==> config.mk <==
export PLATFORM = sky130hd
export DESIGN_NAME = closed_contour_perimeter_top
export DESIGN_NICKNAME = d
export VERILOG_FILES = /design/src/sv/ccp_pkg.sv /design/src/sv/ccp_ctrl.sv /design/src/sv/ccp_datapath.sv /design/src/sv/closed_contour_perimeter_top.sv
export SDC_FILE = /design/constraint.sdc
export NUM_CORES = 2
export LEC_CHECK = 0
export ABC_AREA = 0
export BUFFER_PORTS_ARGS = -buffer_cell sky130_fd_sc_hd__buf_2
export CAP_MARGIN = 20
export CORE_MARGIN = 1.5
export CORE_UTILIZATION = 40
export DETAILED_ROUTE_END_ITERATION = 8
export REMOVE_ABC_BUFFERS = 1
export SLEW_MARGIN = 20
export SYNTH_ARGS = -nofsm -noshare
export SYNTH_HDL_FRONTEND = slang
export SYNTH_SLANG_ARGS = --single-unit
export TNS_END_PERCENT = 100
==> constraint.sdc <==
create_clock -name i_clk -period 12.3 [get_ports i_clk]
set_clock_uncertainty 0.1 [all_clocks]
set_input_delay 1.23 -clock i_clk [delete_from_list [all_inputs] [get_ports i_clk]]
set_output_delay 1.23 -clock i_clk [all_outputs]
set_load 0.05 [all_outputs]
==> src/sv/ccp_pkg.sv <==
package ccp_pkg;

    localparam int SUM_BITS    = 48;
    localparam int CAL_BITS    = 32;
    localparam int PERIM_BITS  = 32;
    localparam int CHUNK_BITS  = 16;
    localparam int N_CHUNKS    = SUM_BITS / CHUNK_BITS;
    localparam int PP_BITS     = CHUNK_BITS + CAL_BITS;
    localparam int PROD_BITS   = SUM_BITS + CAL_BITS;
    localparam int FRAC_SHIFT  = 24;
    localparam int MUL_IDX_W   = 2;

    localparam logic [CAL_BITS-1:0] CAL_RESET = CAL_BITS'(65536);

    localparam logic [MUL_IDX_W-1:0] MUL_FIRST = 2'd0;
    localparam logic [MUL_IDX_W-1:0] MUL_LAST  = 2'd3;

    // controller -> datapath commands
    typedef struct packed {
        logic                 load;
        logic                 new_contour;
        logic                 sqrt_init;
        logic                 sel_close;
        logic                 sqrt_step;
        logic                 add_len;
        logic                 upd_prev;
        logic                 mul_step;
        logic [MUL_IDX_W-1:0] mul_idx;
        logic                 out_load;
        logic                 cfg_we;
    } t_cmd;

endpackage

==> src/sv/ccp_ctrl.sv <==
module ccp_ctrl #(
    parameter int COORD_BITS = 14
) (
    input  logic          i_clk,
    input  logic          i_rst_n,
    input  logic          i_s_tvalid,
    input  logic          i_s_tlast,
    output logic          o_s_tready,
    output logic          o_m_tvalid,
    input  logic          i_m_tready,
    input  logic          i_cfg_valid,
    output logic          o_cfg_ready,
    output ccp_pkg::t_cmd o_cmd
);
    import ccp_pkg::*;

    localparam int RH = COORD_BITS + 9;
    localparam int CW = $clog2(RH + 1);

    typedef enum logic [5:0] {
        S_IDLE = 6'b000001,
        S_INIT = 6'b000010,
        S_SQRT = 6'b000100,
        S_ADD  = 6'b001000,
        S_MUL  = 6'b010000,
        S_OUT  = 6'b100000
    } t_state;

    t_state                r_state, n_state;
    logic [CW-1:0]         r_cnt, n_cnt;
    logic [MUL_IDX_W-1:0]  r_mul_idx, n_mul_idx;
    logic                  r_in_contour, n_in_contour;
    logic                  r_last, n_last;
    logic                  r_closing, n_closing;
    logic                  r_out_valid, n_out_valid;
    logic                  accept;
    logic                  out_free;

    assign o_s_tready  = (r_state == S_IDLE);
    assign accept      = i_s_tvalid && o_s_tready;
    assign out_free    = !r_out_valid || i_m_tready;
    assign o_m_tvalid  = r_out_valid;
    assign o_cfg_ready = 1'b1;

    always_comb begin
        n_state      = r_state;
        n_cnt        = r_cnt;
        n_mul_idx    = r_mul_idx;
        n_in_contour = r_in_contour;
        n_last       = r_last;
        n_closing    = r_closing;
        n_out_valid  = r_out_valid;
        o_cmd        = '0;
        o_cmd.cfg_we    = i_cfg_valid;
        o_cmd.sel_close = r_closing;
        o_cmd.mul_idx   = r_mul_idx;

        if (r_out_valid && i_m_tready) begin
            n_out_valid = 1'b0;
        end

        case (r_state)
            S_IDLE: begin
                if (accept) begin
                    o_cmd.load        = 1'b1;
                    o_cmd.new_contour = !r_in_contour;
                    n_last            = i_s_tlast;
                    if (r_in_contour) begin
                        n_closing = 1'b0;
                        n_state   = S_INIT;
                    end else begin
                        n_in_contour = 1'b1;
                        if (i_s_tlast) begin
                            n_closing = 1'b1;
                            n_state   = S_INIT;
                        end
                    end
                end
            end
            S_INIT: begin
                o_cmd.sqrt_init = 1'b1;
                n_cnt           = '0;
                n_state         = S_SQRT;
            end
            S_SQRT: begin
                o_cmd.sqrt_step = 1'b1;
                n_cnt           = r_cnt + 1'b1;
                if (r_cnt == CW'(RH - 1)) begin
                    n_state = S_ADD;
                end
            end
            S_ADD: begin
                o_cmd.add_len = 1'b1;
                if (r_closing) begin
                    n_in_contour = 1'b0;
                    n_mul_idx    = MUL_FIRST;
                    n_state      = S_MUL;
                end else begin
                    o_cmd.upd_prev = 1'b1;
                    if (r_last) begin
                        n_closing = 1'b1;
                        n_state   = S_INIT;
                    end else begin
                        n_state = S_IDLE;
                    end
                end
            end
            S_MUL: begin
                // partial product of chunk i registered, chunk i-1 accumulated
                o_cmd.mul_step = 1'b1;
                n_mul_idx      = r_mul_idx + 1'b1;
                if (r_mul_idx == MUL_LAST) begin
                    n_state = S_OUT;
                end
            end
            S_OUT: begin
                if (out_free) begin
                    o_cmd.out_load = 1'b1;
                    n_out_valid    = 1'b1;
                    n_state        = S_IDLE;
                end
            end
            default: begin
                n_state = S_IDLE;
            end
        endcase
    end

    always_ff @(posedge i_clk) begin
        if (!i_rst_n) begin
            r_state      <= S_IDLE;
            r_cnt        <= '0;
            r_mul_idx    <= '0;
            r_in_contour <= 1'b0;
            r_last       <= 1'b0;
            r_closing    <= 1'b0;
            r_out_valid  <= 1'b0;
        end else begin
            r_state      <= n_state;
            r_cnt        <= n_cnt;
            r_mul_idx    <= n_mul_idx;
            r_in_contour <= n_in_contour;
            r_last       <= n_last;
            r_closing    <= n_closing;
            r_out_valid  <= n_out_valid;
        end
    end

endmodule

==> src/sv/ccp_datapath.sv <==
module ccp_datapath #(
    parameter int COORD_BITS = 14
) (
    input  logic                            i_clk,
    input  logic                            i_rst_n,
    input  ccp_pkg::t_cmd                   i_cmd,
    input  logic [COORD_BITS-1:0]           i_x_coord,
    input  logic [COORD_BITS-1:0]           i_y_coord,
    input  logic [ccp_pkg::CAL_BITS-1:0]    i_cfg_data,
    output logic [ccp_pkg::PERIM_BITS-1:0]  o_perimeter,
    output logic                            o_saturated
);
    import ccp_pkg::*;

    localparam int RW = 2 * COORD_BITS + 18;   // radicand: (dx^2+dy^2) << 16
    localparam int RH = RW / 2;                // root bits
    localparam int SQ = 2 * COORD_BITS + 1;

    logic [CAL_BITS-1:0]   r_cal;
    logic [COORD_BITS-1:0] r_first_x, r_first_y, r_prev_x, r_prev_y, r_cur_x, r_cur_y;
    logic [SUM_BITS-1:0]   r_sum;
    logic [RW-1:0]         r_rad;
    logic [RH+1:0]         r_rem;
    logic [RH-1:0]         r_root;
    logic [PP_BITS-1:0]    r_pp;
    logic [PROD_BITS-1:0]  r_acc;
    logic [PERIM_BITS-1:0] r_perim;
    logic                  r_sat;

    logic [COORD_BITS-1:0] ax, ay, bx, by, dx, dy;
    logic [SQ-1:0]         sq;
    logic [RH+3:0]         rem_t, test;
    logic                  ge;
    logic [SUM_BITS:0]     sum_add;
    logic [CHUNK_BITS-1:0] chunk;
    logic [PROD_BITS-1:0]  pp_shift;
    logic                  acc_over;

    always_comb begin
        if (i_cmd.sel_close) begin
            ax = r_cur_x;
            ay = r_cur_y;
            bx = r_first_x;
            by = r_first_y;
        end else begin
            ax = r_prev_x;
            ay = r_prev_y;
            bx = r_cur_x;
            by = r_cur_y;
        end
        dx = (ax > bx) ? (ax - bx) : (bx - ax);
        dy = (ay > by) ? (ay - by) : (by - ay);
        sq = SQ'(dx) * SQ'(dx) + SQ'(dy) * SQ'(dy);
    end

    // one root bit per step
    assign rem_t = {r_rem, r_rad[RW-1 -: 2]};
    assign test  = {2'b00, r_root, 2'b01};
    assign ge    = (rem_t >= test);

    assign sum_add = {1'b0, r_sum} + (SUM_BITS + 1)'(r_root);

    always_comb begin
        case (i_cmd.mul_idx)
            2'd0:    chunk = r_sum[CHUNK_BITS-1:0];
            2'd1:    chunk = r_sum[2*CHUNK_BITS-1:CHUNK_BITS];
            2'd2:    chunk = r_sum[3*CHUNK_BITS-1:2*CHUNK_BITS];
            default: chunk = '0;
        endcase
        case (i_cmd.mul_idx)
            2'd1:    pp_shift = PROD_BITS'(r_pp);
            2'd2:    pp_shift = PROD_BITS'(r_pp) << CHUNK_BITS;
            2'd3:    pp_shift = PROD_BITS'(r_pp) << (2 * CHUNK_BITS);
            default: pp_shift = '0;
        endcase
    end

    assign acc_over = |r_acc[PROD_BITS-1:FRAC_SHIFT+PERIM_BITS];

    always_ff @(posedge i_clk) begin
        if (!i_rst_n) begin
            r_cal <= CAL_RESET;
        end else if (i_cmd.cfg_we) begin
            r_cal <= i_cfg_data;
        end
    end

    always_ff @(posedge i_clk) begin
        if (i_cmd.load) begin
            r_cur_x <= i_x_coord;
            r_cur_y <= i_y_coord;
            if (i_cmd.new_contour) begin
                r_first_x <= i_x_coord;
                r_first_y <= i_y_coord;
                r_prev_x  <= i_x_coord;
                r_prev_y  <= i_y_coord;
                r_sum     <= '0;
            end
        end
        if (i_cmd.sqrt_init) begin
            r_rad  <= RW'({sq, 16'h0000});
            r_rem  <= '0;
            r_root <= '0;
        end
        if (i_cmd.sqrt_step) begin
            r_rad  <= r_rad << 2;
            r_rem  <= ge ? (RH + 2)'(rem_t - test) : rem_t[RH+1:0];
            r_root <= {r_root[RH-2:0], ge};
        end
        if (i_cmd.add_len) begin
            r_sum <= sum_add[SUM_BITS] ? '1 : sum_add[SUM_BITS-1:0];
        end
        if (i_cmd.upd_prev) begin
            r_prev_x <= r_cur_x;
            r_prev_y <= r_cur_y;
        end
        if (i_cmd.mul_step) begin
            r_pp <= PP_BITS'(chunk) * PP_BITS'(r_cal);
            if (i_cmd.mul_idx == MUL_FIRST) begin
                r_acc <= '0;
            end else begin
                r_acc <= r_acc + pp_shift;
            end
        end
        if (i_cmd.out_load) begin
            r_perim <= acc_over ? '1 : r_acc[FRAC_SHIFT +: PERIM_BITS];
            r_sat   <= acc_over;
        end
    end

    assign o_perimeter = r_perim;
    assign o_saturated = r_sat;

endmodule

==> src/sv/closed_contour_perimeter_top.sv <==
// channel  | direction | handshake              | payload
// s        | in        | i_s_tvalid/o_s_tready  | tdata: x_coord, y_coord; tlast: last_vertex
// m        | out       | o_m_tvalid/i_m_tready  | tdata: perimeter; tuser: saturated
// cfg      | in        | i_cfg_valid/o_cfg_ready| i_cfg_data: calibration
//
// Each edge runs a bit-serial square root, COORD_BITS+9 steps (23 at 14 bits).
// A vertex inside a contour runs the states INIT, SQRT and ADD for its edge; the last one
// adds the closing edge, four multiply steps and an output state.
// Synchronous active-low reset; calibration resets to 1.0 (65536).
// The result sits in an output register; a stalled consumer blocks the next result and, with it, the input.
module closed_contour_perimeter_top #(
    parameter int COORD_BITS = 14
) (
    input  logic                                i_clk,
    input  logic                                i_rst_n,
    input  logic                                i_s_tvalid,
    output logic                                o_s_tready,
    input  logic [((2*COORD_BITS+7)/8)*8-1:0]   i_s_tdata,   // x_coord, y_coord
    input  logic                                i_s_tlast,
    output logic                                o_m_tvalid,
    input  logic                                i_m_tready,
    output logic [ccp_pkg::PERIM_BITS-1:0]      o_m_tdata,   // perimeter
    output logic                                o_m_tuser,   // saturated
    input  logic                                i_cfg_valid,
    output logic                                o_cfg_ready,
    input  logic [ccp_pkg::CAL_BITS-1:0]        i_cfg_data
);
    import ccp_pkg::*;

    t_cmd cmd;

    ccp_ctrl #(
        .COORD_BITS(COORD_BITS)
    ) u_ctrl (
        .i_clk      (i_clk),
        .i_rst_n    (i_rst_n),
        .i_s_tvalid (i_s_tvalid),
        .i_s_tlast  (i_s_tlast),
        .o_s_tready (o_s_tready),
        .o_m_tvalid (o_m_tvalid),
        .i_m_tready (i_m_tready),
        .i_cfg_valid(i_cfg_valid),
        .o_cfg_ready(o_cfg_ready),
        .o_cmd      (cmd)
    );

    ccp_datapath #(
        .COORD_BITS(COORD_BITS)
    ) u_dp (
        .i_clk      (i_clk),
        .i_rst_n    (i_rst_n),
        .i_cmd      (cmd),
        .i_x_coord  (i_s_tdata[COORD_BITS-1:0]),
        .i_y_coord  (i_s_tdata[2*COORD_BITS-1:COORD_BITS]),
        .i_cfg_data (i_cfg_data),
        .o_perimeter(o_m_tdata),
        .o_saturated(o_m_tuser)
    );

endmodule

Word level (Yosys, flattened, before mapping). Index checks and enable logic that the tools add are counted.

Input port bits: 70. Output and inout port bits: 36. Logic and storage cells: 136. Bits in registers: 420.

Order comparisons: 3. Add/sub/neg operators: 10. Equality and inequality tests: 16. Multipliers: 3. Mux-type cells: 58. Reductions and logical operators: 23.

Operators with widths (number): $pmux W80 S3 (1); $mux W48 (4); $mux W14 (12); $mux W46 (2); $add A80 B80 Y80 (1); $mux W25 (3); $mul A14 B14 Y28 (2); $sub A14 B14 Y14 (4); $add A48 B23 Y49 (1); $mul A16 B32 Y48 (1); $pmux W16 S3 (1); $mux W23 (2); $mux W6 (6); $pmux W6 S6 (1); $add A28 B28 Y29 (1); $gt A14 B14 Y1 (2); $ge A27 B25 Y1 (1); $sub A25 B25 Y25 (1); $reduce_or A24 Y1 (1); $mux W1 (16); $reduce_bool A2 Y1 (8); $mux W2 (5); $pmux W5 S2 (1); $reduce_and A2 Y1 (5); other kinds (23) (31).

Depth between registers and ports, before layout.
Depth after elaboration: 7. Mapped depth: 46. Gate-level depth less buffers: 43.

Modules after synthesis. From an unflattened synthesis, not the netlist that was laid out.

Cells, all modules: 5764. Area, all modules: 54288.3 µm².

By module, submodules not included: ccp_datapath (seq. area each 11781.3 µm², area an instance 53341.2 µm², instances 1, cells an instance 5661); ccp_ctrl (seq. area each 340.3 µm², area an instance 947.2 µm², instances 1, cells an instance 103).

Worst setup path before layout. No wires, ideal clock.

Path type: flip-flop to flip-flop. Start: register u_ctrl.r_closing. End: register u_dp.r_rad[43], data pin. Period minus slack after synthesis: 10.662 ns. Path buffers: 2. Arrival time: 10.427 ns. Slack: 1.638 ns. Setup time: 0.135 ns. Required time: 12.065 ns. Stages on the path, launching flop included: 42. Cell sequence: dfxtp_1 clkbuf_1 buf_1 mux2i_1 inv_1 fa_1 a21oi_2 o21ai_1 a2111oi_2 o41ai_2 a221oi_2 nor2_4 mux2_4 a211o_1 a41oi_2 xnor2_1 inv_2 nand2_1 [6 not listed] fa_1 fa_1 fa_1 inv_1 fa_1 inv_1 ha_1 a21oi_1 nor2b_1 nor2_1 o211ai_1 a31oi_1 o21bai_1 nand3_1 o31ai_1 a21oi_1 or4b_2 nand3_1.

Word-level cells in the longest chain between the ends: 7. Elaborated cells on any way between the ends: 17. Those cells by class: add/sub: 5; mul: 2; order compare: 2; mux: 8.

RTL lines: from (decl) (line ccp_ctrl.sv:34) `logic r_closing, n_closing;`; from (signal assigned) (line ccp_ctrl.sv:144) `r_closing <= n_closing;`; $mux W14 (line ccp_datapath.sv:40) `if (i_cmd.sel_close) begin`; $sub A14 B14 Y14 (tied with other cells) (line ccp_datapath.sv:51) `dx = (ax > bx) ? (ax - bx) : (bx - ax);`; $mux W14, on equally long branches (line ccp_datapath.sv:51, ccp_datapath.sv:52); $mul A14 B14 Y28 (line ccp_datapath.sv:53) `sq = SQ'(dx) * SQ'(dx) + SQ'(dy) * SQ'(dy);`; $add A28 B28 Y29 * (line ccp_datapath.sv:53); $mux W46 * (line ccp_datapath.sv:100) `if (i_cmd.sqrt_init) begin`; $mux W46 * (line ccp_datapath.sv:105) `if (i_cmd.sqrt_step) begin`; to (signal assigned) (line ccp_datapath.sv:101) `r_rad <= RW'({sq, 16'h0000});`; to (signal assigned) (line ccp_datapath.sv:106) `r_rad <= r_rad << 2;`; to (decl) (line ccp_datapath.sv:22) `logic [RW-1:0] r_rad;`.

Mark *: on every way between the ends. The rest lies on a longest branch, timed or not. The select of a mux whose other input is x is not followed. A chain may end at the register's enable or synchronous reset.

Worst setup path after layout. Same ends and word-level chain as after synthesis.

==> impl_metrics.ini <==
[status]
status = finished clean

[placed_design]
post-dp-hpwl_mm = 107.1
gp_congestion = 0.8921
io_buffers = 100

[worst_setup_path]
cp.arrival_ns = 11.93
critPathMostFrequentCell = fa_1
r2r_slack_ns = 0.81
slowest_stage = dfxtp_4
crit_type = reg -> reg
slowest_delay_ns = 0.65
cp.required_ns = 12.74
endpoint_kind = register
cp_max_fo = 26
critPathLaunchType = register

[clock_tree]
post_cts_buffers = 0
cts_tree = built
cts.htree.levels = 2
numCtsBuffers = 51
cts_sinks = 420
path_clk_slew_ns = 0.07
cts-root-buf = clkbuf_16
clockBufferDepth = 3
clk_latency_ns = 0.69

[sta]
max-slew-margin-rel = 0.2581
fmax_mhz = 87.00
worst_pin_slew_ns = 1.113
finalSetupViolations = 0
finalHoldViolCount = 0
slew_viol_final = 0
period_share = 0.9345
final.setup.tns_ns = 0
layout_min_cycle_time_ns = 11.49
rsz0062_at_grt = no

[die]
die_w_um = 368.8
dieArea_sq_um = 136000
rows = 134
io-pin-count = 106
initial_core_util = 0.4020
fp.coreArea_sq_um = 133100
die_h_um = 368.8

[routing]
drt_pass1_iterations = 7
drc = 0
wl_per_cell_um = 18.19
num_vias = 39460
vias_per_cell = 5.239
wl_mm = 137.0
drt_iter0_markers = 2740
drtAntennaViolNets = 0

[logic_synthesis]
syn_area_per_cell_sq_um = 9.342
synth_area_leader_cell = fa_1
seq_area_frac_synth = 0.2265
synth_area_sq_um = 53510
yosys-top-cells-area = fa_1 27%, edfxtp_1 21%, ha_1 10%
synth_top_flop_cell = edfxtp_1
ys_async_sr_fraction = 0
synth_edf_count = 371
yosys.cell_types.count = 79
ys.warnings.count = 0
syn_inst = 5728
synth_top_area_share = 0.2690
ys_ff_latch = 420

[layout]
multiInputGateArea_sq_um = 36830
layout.area.seq_sq_um = 12130
final_common_cell = inv_1
drive_gt1_frac = 0.06322
synthToLayoutAreaGrowth_pct = 7.952
final_cell_mix = 996 x inv_1, 719 x fa_1, 606 x nand2_1
fillers = 13180
fin_nets = 6947

[global_routing]
grt_pass1_wl_mm = 221.2
overflow = 0
grt_max_degree = 80
grt_antenna_before_repair = 8
grt_pass1_vias = 40580
grt_usage = 0.2037

[run]
maxCapViolCount = 0

[hold_path]
hold_path.class = reg -> reg
## layer usage
| metal | track usage | vias up | routed length (um) |
|---|---|---|---|
| li1 | - | 18590 | - |
| met1 | 0.2889 | 19670 | 62580 |
| met3 | 0.02620 | 182 | 8858 |
| met5 | 0 | - | 38 |
| met4 | 0.04946 | 6 | 3024 |
| met2 | 0.3297 | 1018 | 62470 |
## cells by family (layout without fill, tap and decap cells)
group / Yosys count / in the layout / share of synthesized area
AND/OR/NAND/NOR: 1620 / 1620 / 0.1385
buffers and inverters: 1247 / 1276 / 0.08766
multiplexers: 156 / 156 / 0.03007
other: 1 / 8 / 0.00007008
adder cells (fa/ha/maj): 1161 / 1161 / 0.3723
AO/OA/AOI/OAI: 890 / 890 / 0.1067
flip-flops: 420 / 420 / 0.2265
XOR/XNOR: 233 / 233 / 0.03814
## critical path, delay by kind of cell, from the launching register on
| kind | cells | cell delay [ns] |
|---|---|---|
| adders and majority gates | 9 | 4.47 |
| DFF | 1 | 0.65 |
| xor gates and xnor gates | 1 | 0.14 |
| buffers and inverters | 8 | 0.77 |
| muxes | 2 | 0.78 |
| AOI/OAI and AO/OA | 13 | 2.93 |
| and+or+nand+nor | 7 | 1.46 |
## sequential cells by signal, indices dropped and copies added, names as in the netlist, 2 cells and up
signal	count
u_dp.r_prev_y	14
u_dp.r_cur_x	14
u_dp.r_pp	48
u_ctrl.r_state	6
u_dp.r_rad	30
u_dp.r_first_y	14
u_ctrl.r_cnt	5
u_dp.r_root	23
u_dp.o_perimeter	32
u_dp.r_first_x	14
u_dp.r_sum	48
u_ctrl.r_mul_idx	2
u_dp.r_cur_y	14
u_dp.r_cal	32
u_dp.r_acc	80
u_dp.r_prev_x	14
u_dp.r_rem	25
## area by class of cell
cell class	instances	area share
sequential	420	0.2099
multi-input combinational	4062	0.6375
tap	1768	0.03829
antenna	6	0.0002599
inverter	1005	0.06537
clock inverter	40	0.007776
timing repair buffer	176	0.01854
clock buffer	55	0.02235
## Yosys cell counts (all sizes together) (14+ instances only)
library cell / n
o21bai: 39
a21oi: 305
o21ai: 162
nand2b: 52
a222oi: 32
a22o: 16
and2: 190
a22oi: 16
nor4: 14
o21a: 29
inv: 1003
edfxtp: 371
clkbuf: 218
ha: 442
or2: 25
nor2b: 42
mux2: 35
a21boi: 15
nand2: 608
o31ai: 14
xnor2: 144
nand4: 50
dfxtp: 49
a31oi: 27
buf: 24
xor2: 89
and3: 31
mux2i: 121
nor2: 462
nand3: 45
fa: 719
a211oi: 20
nor3: 37
or3: 38
a21o: 125
## final timing paths
kind                                                    to  cells past startpoint                          start
worst min register to register  u_ctrl.r_last$_SDFFE_PN0P_                      2     u_ctrl.r_last$_SDFFE_PN0P_
worst max-delay path              u_dp.r_rad[43]$_DFFE_PP_                     40  u_ctrl.r_closing$_SDFFE_PN0P_
worst max register to register    u_dp.r_rad[43]$_DFFE_PP_                     40  u_ctrl.r_closing$_SDFFE_PN0P_
worst min-delay path            u_ctrl.r_last$_SDFFE_PN0P_                      2     u_ctrl.r_last$_SDFFE_PN0P_
## stage by stage
step	hold WS [ns]	setup WS [ns]	instances	util	area [sq um]
finish	0.3914	0.8053	7532	0.4339	57770
CTS	0.3920	0.6262	7526	0.4338	57740
global route	0.4245	0.1050	7526	0.4338	57750
global placement	0.3690	0.7718	7431	0.4207	56000
detailed placement	0.3828	0.6496	7431	0.4207	56000
floorplan	0.3509	-0.5028	5487	-	52600
## repair_timing
item / 4_1_cts / 5_1_grt
hold buffers: 0 / 0
resized for setup: 0 / 1
setup endpoints to repair: 0 / 1
Power is left out: the tool's default activity adds up to more than one toggle a clock period on the data nets, which glitch-free logic cannot reach.
